===== config.mk =====
export PLATFORM = sky130hd
export DESIGN_NAME = lexical_token_classifier_top
export DESIGN_NICKNAME = d
export VERILOG_FILES = /design/src/rtl/ltc_pkg.sv /design/src/rtl/ltc_scanner.sv /design/src/rtl/ltc_result_fifo.sv /design/src/rtl/lexical_token_classifier_top.sv
export SDC_FILE = /design/constraint.sdc
export NUM_CORES = 1
export LEC_CHECK = 0
export BUFFER_PORTS_ARGS = -buffer_cell sky130_fd_sc_hd__buf_2
export CELL_PAD_IN_SITES_DETAIL_PLACEMENT = 0
export CELL_PAD_IN_SITES_GLOBAL_PLACEMENT = 1
export CORE_ASPECT_RATIO = 1.75
export CORE_UTILIZATION = 40
export CTS_CLUSTER_DIAMETER = 100
export DETAILED_ROUTE_END_ITERATION = 7
export GPL_TIMING_DRIVEN = 0
export PLACE_DENSITY_LB_ADDON = 0.1
export SYNTH_ARGS = -nofsm -noshare
export SYNTH_HDL_FRONTEND = slang
export SYNTH_HIERARCHICAL = 1
export SYNTH_SLANG_ARGS = --single-unit
export TNS_END_PERCENT = 1

===== constraint.sdc =====
create_clock -name clk -period 5.1 [get_ports clk]
set_input_delay 1.02 -clock clk [delete_from_list [all_inputs] [get_ports clk]]
set_output_delay 1.02 -clock clk [all_outputs]
set_load 0.05 [all_outputs]

===== src/rtl/ltc_pkg.sv =====
// shared types, constants and character class functions for the token classifier
package ltc_pkg;

    localparam int PREFIX_DEPTH = 6;
    localparam int NUM_KEYWORDS = 8;

    // result kind codes
    localparam logic [2:0] KIND_KEYWORD    = 3'd0;
    localparam logic [2:0] KIND_INTEGER    = 3'd1;
    localparam logic [2:0] KIND_IDENTIFIER = 3'd2;
    localparam logic [2:0] KIND_INVALID    = 3'd3;
    localparam logic [2:0] KIND_OPERATOR   = 3'd4;

    // keyword text, byte 0 in the low bits, padded with zero bytes
    localparam logic [PREFIX_DEPTH-1:0][7:0] KW_TEXT [NUM_KEYWORDS] = '{
        {8'd0, 8'd0, 8'd0, "t", "n", "i"},
        {8'd0, "t", "a", "o", "l", "f"},
        {8'd0, 8'd0, 8'd0, 8'd0, "f", "i"},
        {8'd0, 8'd0, "e", "s", "l", "e"},
        {8'd0, "e", "l", "i", "h", "w"},
        {"n", "r", "u", "t", "e", "r"},
        {8'd0, 8'd0, "r", "a", "h", "c"},
        {8'd0, 8'd0, "d", "i", "o", "v"}
    };

    localparam logic [2:0] KW_LEN [NUM_KEYWORDS] = '{
        3'd3, 3'd5, 3'd2, 3'd4, 3'd5, 3'd6, 3'd4, 3'd4
    };

    // one result item
    typedef struct packed {
        logic [2:0]  kind;
        logic [15:0] token_start;
        logic [5:0]  token_length;
        logic [2:0]  keyword_index;
        logic [7:0]  operator_char;
        logic        too_long;
        logic        last;
    } res_t;

    function automatic logic is_delim(input logic [7:0] c);
        logic r;
        unique case (c)
            " ", ",", ";", "(", ")", "{", "}", "[", "]", "=", "<", ">": r = 1'b1;
            default: r = 1'b0;
        endcase
        return r;
    endfunction

    function automatic logic is_oper(input logic [7:0] c);
        return (c == "+") || (c == "-") || (c == "*") || (c == "/") ||
               (c == "=") || (c == "<") || (c == ">");
    endfunction

    function automatic logic is_ident_start(input logic [7:0] c);
        return ((c >= "a") && (c <= "z")) || ((c >= "A") && (c <= "Z")) || (c == "_");
    endfunction

    function automatic logic is_digit(input logic [7:0] c);
        return (c >= "0") && (c <= "9");
    endfunction

endpackage


===== src/rtl/ltc_scanner.sv =====
// token scanner: token state registers, classification of closed tokens and operator results
module ltc_scanner
    import ltc_pkg::*;
#(
    parameter int TOKEN_LIMIT   = 49,
    parameter int POSITION_BITS = 16
) (
    input  logic       clk,
    input  logic       rst_n,
    input  logic       take,
    input  logic [7:0] text_byte,
    output logic [1:0] res_count,
    output res_t       res0,
    output res_t       res1
);

    localparam int LEN_BITS = $clog2(TOKEN_LIMIT + 1);
    localparam int LW = (LEN_BITS > 6) ? LEN_BITS : 6;
    localparam int PW = (POSITION_BITS > 16) ? POSITION_BITS : 16;

    logic [POSITION_BITS-1:0]          position_reg, position_next;
    logic [POSITION_BITS-1:0]          start_reg, start_next;
    logic [LEN_BITS-1:0]               len_reg, len_next;
    logic [PREFIX_DEPTH-1:0][7:0]      prefix_reg, prefix_next;
    logic                              all_digits_reg, all_digits_next;
    logic                              ident_reg, ident_next;
    logic                              overflow_reg, overflow_next;

    logic          is_tok_char;
    logic          has_tok;
    logic          has_op;
    logic          found;
    logic [2:0]    kw_idx;
    logic [2:0]    tok_kind;
    logic [LW-1:0] len_ext;
    logic [PW-1:0] start_ext;
    logic [PW-1:0] pos_ext;
    res_t          tok_res;
    res_t          op_res;

    assign is_tok_char = (text_byte != 8'd0) && !is_delim(text_byte);
    assign has_tok     = !is_tok_char && (len_reg != '0);
    assign has_op      = !is_tok_char && (text_byte != 8'd0) && is_oper(text_byte);

    // keyword match over the stored prefix
    always_comb
    begin
        found  = 1'b0;
        kw_idx = 3'd0;
        for (int i = 0; i < NUM_KEYWORDS; i++)
        begin
            if (!found && !overflow_reg && (len_reg == LEN_BITS'(KW_LEN[i])) &&
                (prefix_reg == KW_TEXT[i]))
            begin
                found  = 1'b1;
                kw_idx = 3'(i);
            end
        end
    end

    // token class, in priority order
    always_comb
    begin
        priority if (found)
            tok_kind = KIND_KEYWORD;
        else if (all_digits_reg)
            tok_kind = KIND_INTEGER;
        else if (ident_reg)
            tok_kind = KIND_IDENTIFIER;
        else
            tok_kind = KIND_INVALID;
    end

    assign len_ext   = LW'(len_reg);
    assign start_ext = PW'(start_reg);
    assign pos_ext   = PW'(position_reg);

    // result items for a closing byte
    always_comb
    begin
        tok_res.kind          = tok_kind;
        tok_res.token_start   = start_ext[15:0];
        tok_res.token_length  = len_ext[5:0];
        tok_res.keyword_index = kw_idx;
        tok_res.operator_char = 8'd0;
        tok_res.too_long      = overflow_reg;
        tok_res.last          = !has_op;

        op_res.kind          = KIND_OPERATOR;
        op_res.token_start   = pos_ext[15:0];
        op_res.token_length  = 6'd1;
        op_res.keyword_index = 3'd0;
        op_res.operator_char = text_byte;
        op_res.too_long      = 1'b0;
        op_res.last          = 1'b1;

        res0      = has_tok ? tok_res : op_res;
        res1      = op_res;
        res_count = {1'b0, has_tok} + {1'b0, has_op};
    end

    // next token state
    always_comb
    begin
        position_next   = position_reg;
        start_next      = start_reg;
        len_next        = len_reg;
        prefix_next     = prefix_reg;
        all_digits_next = all_digits_reg;
        ident_next      = ident_reg;
        overflow_next   = overflow_reg;
        if (take)
        begin
            if (is_tok_char)
            begin
                if (len_reg == '0)
                begin
                    start_next = position_reg;
                    ident_next = is_ident_start(text_byte);
                end
                for (int j = 0; j < PREFIX_DEPTH; j++)
                begin
                    if (len_reg == LEN_BITS'(j))
                        prefix_next[j] = text_byte;
                end
                if (!is_digit(text_byte))
                    all_digits_next = 1'b0;
                if (len_reg < LEN_BITS'(TOKEN_LIMIT))
                    len_next = len_reg + 1'b1;
                else
                    overflow_next = 1'b1;
                position_next = position_reg + 1'b1;
            end
            else
            begin
                len_next        = '0;
                prefix_next     = '0;
                all_digits_next = 1'b1;
                ident_next      = 1'b0;
                overflow_next   = 1'b0;
                position_next   = (text_byte == 8'd0) ? '0 : position_reg + 1'b1;
            end
        end
    end

    // token state registers
    always_ff @(posedge clk or negedge rst_n)
    begin
        if (!rst_n)
        begin
            position_reg   <= '0;
            start_reg      <= '0;
            len_reg        <= '0;
            prefix_reg     <= '0;
            all_digits_reg <= 1'b1;
            ident_reg      <= 1'b0;
            overflow_reg   <= 1'b0;
        end
        else
        begin
            position_reg   <= position_next;
            start_reg      <= start_next;
            len_reg        <= len_next;
            prefix_reg     <= prefix_next;
            all_digits_reg <= all_digits_next;
            ident_reg      <= ident_next;
            overflow_reg   <= overflow_next;
        end
    end

endmodule


===== src/rtl/ltc_result_fifo.sv =====
// four-entry result queue taking up to two results per cycle
module ltc_result_fifo
    import ltc_pkg::*;
(
    input  logic       clk,
    input  logic       rst_n,
    input  logic [1:0] push_count,
    input  res_t       push0,
    input  res_t       push1,
    input  logic       pop,
    output res_t       head,
    output logic       head_valid,
    output logic       room2
);

    localparam int DEPTH = 4;
    localparam int AW    = $clog2(DEPTH);

    res_t            mem_reg [DEPTH];
    logic [AW-1:0]   wr_ptr_reg, wr_ptr_next;
    logic [AW-1:0]   rd_ptr_reg, rd_ptr_next;
    logic [AW:0]     count_reg, count_next;

    assign head       = mem_reg[rd_ptr_reg];
    assign head_valid = (count_reg != '0);
    assign room2      = (count_reg <= (AW+1)'(DEPTH - 2));

    // pointer and fill count
    always_comb
    begin
        wr_ptr_next = wr_ptr_reg + AW'(push_count);
        rd_ptr_next = rd_ptr_reg + AW'(pop);
        count_next  = count_reg + (AW+1)'(push_count) - (AW+1)'(pop);
    end

    // entry writes
    always_ff @(posedge clk)
    begin
        if (push_count != 2'd0)
            mem_reg[wr_ptr_reg] <= push0;
        if (push_count == 2'd2)
            mem_reg[wr_ptr_reg + 1'b1] <= push1;
    end

    always_ff @(posedge clk or negedge rst_n)
    begin
        if (!rst_n)
        begin
            wr_ptr_reg <= '0;
            rd_ptr_reg <= '0;
            count_reg  <= '0;
        end
        else
        begin
            wr_ptr_reg <= wr_ptr_next;
            rd_ptr_reg <= rd_ptr_next;
            count_reg  <= count_next;
        end
    end

endmodule


===== src/rtl/lexical_token_classifier_top.sv =====
// Byte-serial lexer top level: scanner plus result queue.
// A result enters the result queue when the byte that closes it is transferred.
// Throughput: one text byte per cycle while the four-entry result queue has two free
// entries; results leave one per cycle with result_ready high, so two-result bytes can
// hold it off. Reset (rst_n, async, active low) clears position, token state and queue.
module lexical_token_classifier_top
    import ltc_pkg::*;
#(
    parameter int TOKEN_LIMIT   = 49,
    parameter int POSITION_BITS = 16
) (
    input  logic        clk,
    input  logic        rst_n,
    input  logic        text_valid,
    output logic        text_ready,
    input  logic [7:0]  text_byte,
    output logic        result_valid,
    input  logic        result_ready,
    output logic [2:0]  kind,
    output logic [15:0] token_start,
    output logic [5:0]  token_length,
    output logic [2:0]  keyword_index,
    output logic [7:0]  operator_char,
    output logic        too_long,
    output logic        last
);

    logic       take;
    logic       room2;
    logic [1:0] res_count;
    logic [1:0] push_count;
    res_t       res0;
    res_t       res1;
    res_t       head;

    assign text_ready = room2;
    assign take       = text_valid && text_ready;
    assign push_count = take ? res_count : 2'd0;

    // token scanning and classification
    ltc_scanner #(
        .TOKEN_LIMIT   (TOKEN_LIMIT),
        .POSITION_BITS (POSITION_BITS)
    ) u_scanner (
        .clk       (clk),
        .rst_n     (rst_n),
        .take      (take),
        .text_byte (text_byte),
        .res_count (res_count),
        .res0      (res0),
        .res1      (res1)
    );

    // result queue
    ltc_result_fifo u_fifo (
        .clk        (clk),
        .rst_n      (rst_n),
        .push_count (push_count),
        .push0      (res0),
        .push1      (res1),
        .pop        (result_valid && result_ready),
        .head       (head),
        .head_valid (result_valid),
        .room2      (room2)
    );

    // result fields
    assign kind          = head.kind;
    assign token_start   = head.token_start;
    assign token_length  = head.token_length;
    assign keyword_index = head.keyword_index;
    assign operator_char = head.operator_char;
    assign too_long      = head.too_long;
    assign last          = head.last;

endmodule


==> results of run 1 <==
## cell usage after synthesis, types with 3 or more instances
cell and n:
mux2_1 18, a31oi_1 3, mux2_4 39, buf_4 28
and3_1 6, nand2_1 29, ha_1 12, a21oi_1 9
mux2i_1 3, buf_2 12, nand2b_1 5, dfrtp_1 95
nor2b_1 9, o22ai_1 6, nor2_1 39, or3_1 3
nor4_1 12, mux4_2 38, edfxtp_1 152, nor3_1 11
nor4b_1 6, and4_1 3, xnor2_1 9, a22o_1 43
nor2_2 3, buf_6 10, clkbuf_1 13, inv_1 17
xor2_1 8, mux2_2 128, and2_1 10, nand4b_1 4
o21ai_0 7, nand3_1 24, nand4_1 13
## placed cells by master, fill, tap and decap left out, types with 27 or more instances in the layout
cell,synthesis,routed
a22o_1,43,43
nor2_1,39,37
clkbuf_16,0,27
mux2_2,128,128
edfxtp_1,152,152
mux2_4,39,39
buf_2,12,62
nand2_1,29,29
buf_4,28,29
mux4_2,38,38
dfrtp_1,95,95
## worst max-delay path, cell delays in order
cell and delay, ns:
buf_2 0.18, inv_1 0.28, o221ai_1 0.25, a22o_1 0.24, or2_1 0.21, buf_6 0.15, clkinv_8 0.09, buf_4 0.19
ha_1 0.24, and3_1 0.34, nand4b_1 0.31, buf_2 0.28, buf_6 0.21, o21ai_4 0.29, buf_12 0.29
## worst min path at each step
| stage | depth (start not counted) | endpoint |
|---|---|---|
| 2_1_floorplan | 1 | u_scanner/prefix_reg[7] |
| 3_3_place_gp | 1 | u_scanner/prefix_reg[7] |
| 3_5_place_dp | 1 | u_scanner/prefix_reg[7] |
| 4_1_cts | 1 | u_scanner/prefix_reg[7] |
| 5_1_grt | 1 | u_scanner/prefix_reg[14] |
| 6_report | 1 | u_fifo/count_reg[2] |
## per-layer routing
layer  GRT usage (%)  wire length [µm]
met5               0                 0
met4            6.49               888
met3            2.41               949
met2            41.9             19400
met1            22.5             11900
## power by group
group          switching, W  total [W]  leakage (nW)  internal [W]
logic               0.00131    0.00205          2.67      0.000743
clock network      0.000792    0.00191         0.414       0.00112
registers          0.000230    0.00257          2.74       0.00234
## cell type report
class                           instances  area (µm²)  area share, %
Sequential cell                       248        6970           47.4
Multi-Input combinational cell        561        5420           36.9
Buffer                                 68         474           3.23
Clock inverter                          9         104          0.706
Clock buffer                           38         747           5.08
Tap cell                              396         495           3.37
Inverter                               18        80.1          0.545
Timing Repair Buffer                   57         408           2.77
## kinds of logic after synthesis
| kind of cell | count (synthesis) | synth area share, % |
|---|---|---|
| AO/OA/AOI/OAI | 93 | 5.71 |
| XOR/XNOR | 17 | 1.16 |
| adder cells (fa/ha/maj) | 13 | 1.32 |
| buffers and inverters | 86 | 4.31 |
| flip-flops | 248 | 54.2 |
| multiplexers | 226 | 24.2 |
| other | 2 | 0.0584 |
| AND/OR/NAND/NOR | 198 | 9.06 |
## stage by stage
step                util (%)  TNS (ns)  cells  area (µm²)  hold WS [ns]
finish                  46.6         0   1395       14700         0.490
global route            46.6         0   1395       14700         0.516
detailed placement      43.9         0   1348       13800         0.477
CTS                     46.6         0   1395       14700         0.491
global placement        43.3   -360.80   1342       13700         0.472
floorplan                  -         0    895       12900         0.453
==> out/results.txt, run 1 <==
Filler cell count = 2848
Yosys reg bits = 248
Reg2reg setup slack = 0.99 ns
Drt total wl = 33200 µm
Vias = 7753
Initial antenna violation count = 0
Hold WC Path Type = flip-flop to flip-flop
IO Count = 52
1st-iter DRT viols = 380
Crit path setup slack, layout = 0.730 ns
Crit Path Class = input port to flip-flop
Yosys Warn Count = 6
Syn Area/Cell = 14.6 µm²
RSZ-0062 raised after global routing = no
Drc violations = 0
Post-cts sizing count = 0
Worst EP required = 5.32 ns
H-tree Lvls = 1
FP Rows = 86
Peak supply drop = 0.318 mV
Worst Setup SP = text_byte[7]
Worst r2r src = u_scanner/len_ext[3]
First-pass GRT wire length = 50500 µm
Hpwl dp = 23700 µm
Clk Latency, worst-skew pair = 0.54 ns
Async SR Flop Fraction = 38.7%
Synth area leaders = edfxtp_1, dfrtp_1, mux2_2
Clock transition at path regs = 0.06 ns
DR vias/cell = 5.56
Max FFs per register = 152
GRT Total Usage = 21.2%
Clk sinks = 248
EDFF count, synth = 152
Arr. time, crit path = 4.59 ns
Number of global-route vias before repair = 8229
Setup crit end kind = flip-flop
ANT nets after route = 0
Router iterations before antenna repair = 5
Synthesis-to-layout area growth = 14.3%
Final hold viol count = 0
Leakage = 5.82 nW
GPL Wtd Cong = 0.840
# nets final = 1005
Layout Skew = 0.0274 ns
Largest net degree at the start of global routing = 53
Worst setup SP type = input port
Initial Utilization = 40.8%
Share of layout cells above drive strength 1 = 37.6%
Synth top area share = 35.5%
PwrDens = 445 nW/µm²
Final Max Tran Viols = 0
Antenna diodes = 0
Achievable Freq = 229 MHz
Reg2Reg Capture Point = u_fifo/mem_reg[0][18]
Final setup viols = 0
Sequential-to-total area share from yosys stat = 54.2%
Post-layout power = 0.00654 W
R2R cell count = 13
Post-Syn Instances = 883
Vert. Die Dim = 239 µm
Die Width = 138 µm
Actual slew at the worst max-slew pin = 0.921 ns
Clock tree from TritonCTS = built
Status = finished, final reports clean
Hold buffer count at cts = 0
CTS Buffer Depth = 3
Setup WS pre-CTS = 0.109 ns
Post-CTS setup buffers = 0
Relative slew slack = 38.5%
Die Area = 32900 µm²
Yosys cell types = 76
Post-synth top flop = edfxtp_1
Wirelength per Cell = 23.8 µm
TritonCTS Buffers = 26
Tmin final = 4.37 ns
Core box area = 31500 µm²
Crit path to = u_fifo/mem_reg[0][18]
Hold Path Origin = u_fifo/count_reg[2]
Cell Area, Synth = 12900 µm²
PortBufs = 51
Most area-hungry cell type in the Yosys netlist = edfxtp_1
CP max FO = 22
Root cell of the clock tree = clkbuf_16
Total gr overflow = 0
Max-cap violation count = 0
Period utilisation layout = 85.7%
Power figures use the tool's default switching activity.
==> inputs of run 2 (changes only) <==
==> constraint.sdc (replaced) <==
create_clock -name clk -period 5.1 [get_ports clk]
set_input_delay 0.255 -clock clk [delete_from_list [all_inputs] [get_ports clk]]
set_output_delay 0.255 -clock clk [all_outputs]
set_load 0.05 [all_outputs]
==> out/results.txt, run 2 (synthesis results as in run 1) <==
# nets final = 1006 (was 1005)
Die Area = 32900 µm² (unchanged)
RSZ-0062 raised after global routing = no (unchanged)
Actual slew at the worst max-slew pin = 0.941 ns (was 0.921 ns)
Drc violations = 0 (unchanged)
Max-cap violation count = 0 (unchanged)
Clk Latency, worst-skew pair = 0.54 ns (about the same)
Crit Path Class = flip-flop to flip-flop (was input port to flip-flop)
DR vias/cell = 5.54 (was 5.56)
Final setup viols = 0 (unchanged)
Setup WS pre-CTS = 0.859 ns (was 0.109 ns)
Root cell of the clock tree = clkbuf_16 (unchanged)
Number of global-route vias before repair = 8227 (was 8229)
Antenna diodes = 0 (unchanged)
Hpwl dp = 23700 µm (unchanged)
Clk sinks = 248 (unchanged)
1st-iter DRT viols = 328 (was 380)
Worst setup SP type = flip-flop (was input port)
H-tree Lvls = 1 (unchanged)
Max FFs per register = 152 (unchanged)
Commonest non-fill, non-tap cell in the layout = edfxtp_1 (unchanged)
Post-cts sizing count = 0 (unchanged)
ANT nets after route = 0 (unchanged)
Setup crit end kind = flip-flop (unchanged)
Clock tree from TritonCTS = built (unchanged)
Initial antenna violation count = 0 (unchanged)
Vert. Die Dim = 239 µm (unchanged)
Relative slew slack = 37.1% (was 38.5%)
Wirelength per Cell = 23.7 µm (was 23.8 µm)
FP Rows = 86 (unchanged)
Arr. time, crit path = 4.38 ns (was 4.59 ns)
PortBufs = 51 (unchanged)
M1 WL = 12000 µm (was 11900 µm)
Achievable Freq = 241 MHz (was 229 MHz)
Share of layout cells above drive strength 1 = 37.6% (about the same)
IO Count = 52 (unchanged)
Initial Utilization = 40.8% (unchanged)
Leakage = 5.83 nW (was 5.82 nW)
Met2 wire len = 19300 µm (was 19400 µm)
PwrDens = 444 nW/µm² (was 445 nW/µm²)
Most frequent cells in the layout = edfxtp_1, mux2_2, dfrtp_1 (unchanged)
Period utilisation layout = 81.3% (was 85.7%)
First-pass GRT wire length = 50500 µm (about the same)
GRT Total Usage = 21.2% (about the same)
Worst EP required = 5.34 ns (was 5.32 ns)
Layout Skew = 0.0267 ns (was 0.0274 ns)
CP max FO = 23 (was 22)
Peak supply drop = 0.319 mV (was 0.318 mV)
Tmin final = 4.15 ns (was 4.37 ns)
Total negative slack = 0 ns (unchanged)
Max Used Layer = met4 (unchanged)
Clock transition at path regs = 0.06 ns (about the same)
Router iterations before antenna repair = 5 (unchanged)
Core box area = 31500 µm² (unchanged)
Total gr overflow = 0 (unchanged)
Vias = 7738 (was 7753)
Crit path setup slack, layout = 0.954 ns (was 0.730 ns)
CTS Buffer Depth = 3 (unchanged)
Met3 Routed Length = 889 µm (was 949 µm)
Final Max Tran Viols = 0 (unchanged)
Final core utilization = 46.7% (was 46.6%)
Status = finished, final reports clean (unchanged)
Largest net degree at the start of global routing = 53 (unchanged)
Hold WC Path Type = input port to flip-flop (was flip-flop to flip-flop)
Final hold viol count = 0 (unchanged)
Synthesis-to-layout area growth = 14.4% (was 14.3%)
Placed Cells = 1348 (unchanged)
Post-route insts no fill = 1396 (was 1395)
GPL Wtd Cong = 0.840 (unchanged)
TritonCTS Buffers = 26 (unchanged)
Drt total wl = 33100 µm (was 33200 µm)
Die Width = 138 µm (unchanged)
-- run 2: layout make-up --
type / instances / area (µm²)
flip-flops and latches: 248 / 6970
inverters: 18 / 80.1
clock inverters: 9 / 104
well taps: 396 / 495
fillers: 2849 / 16800
multi-input cells: 561 / 5420
clock buffers: 38 / 747
repair buffers: 58 / 418
plain buffers: 68 / 474
-- run 2: final timing paths --
kind,start,endpoint,slack (ns),depth (start not counted)
min in group asynchronous,rst_n,u_scanner/prefix_reg[26],0.32,2
min,text_byte[7],u_scanner/prefix_reg[15],0.1,3
max in group asynchronous,rst_n,u_scanner/all_digits_reg,4.04,3
min reg2reg,u_fifo/count_reg[2],u_fifo/count_reg[2],0.49,1
max reg2reg,u_scanner/len_ext[3],u_fifo/mem_reg[1][16],0.95,11
max,u_scanner/len_ext[3],u_fifo/mem_reg[1][16],0.95,11
-- run 2: worst max-delay path, cell delays in order (launching register included) --
cell and delay, ns:
dfrtp_1 0.46, nor4_1 0.55, a22o_1 0.22, or2_1 0.10, buf_6 0.16, clkinv_8 0.10, buf_4 0.20, ha_1 0.28
and3_1 0.45, mux2i_1 0.27, nor2_4 0.77, buf_16 0.24
-- run 2: repair_timing --
action | 4_1_cts | 5_1_grt
endpoints found under the hold margin | 51 | 0
buffers inserted | 0 | 0
hold buffers | 1 | 0
endpoints found under the setup margin | 0 | 0
-- run 2: report_power, final --
| part | total [W] | leakage (nW) | internal [W] | switching [W] |
|---|---|---|---|---|
| Clock | 0.00191 | 0.414 | 0.00112 | 0.000791 |
| Combinational | 0.00205 | 2.67 | 0.000744 | 0.00131 |
| Sequential | 0.00257 | 2.74 | 0.00234 | 0.000229 |
-- run 2: layer usage --
metal,up-vias,global-route usage [%]
li1,3581,-
met1,3988,22.5
met2,116,41.9
met3,53,2.41
met4,0,6.49
met5,-,0
-- run 2: metrics by stage --
step / power, W / hold WS (ns) / instance area [µm²]
2_1_floorplan: 0.00413 / -0.0406 / 12900
3_3_place_gp: 0.00468 / 0.472 / 13700
3_5_place_dp: 0.00470 / 0.373 / 13800
4_1_cts: 0.00663 / 0.0765 / 14700
5_1_grt: 0.00687 / 0.0848 / 14700
6_report: 0.00653 / 0.0981 / 14700
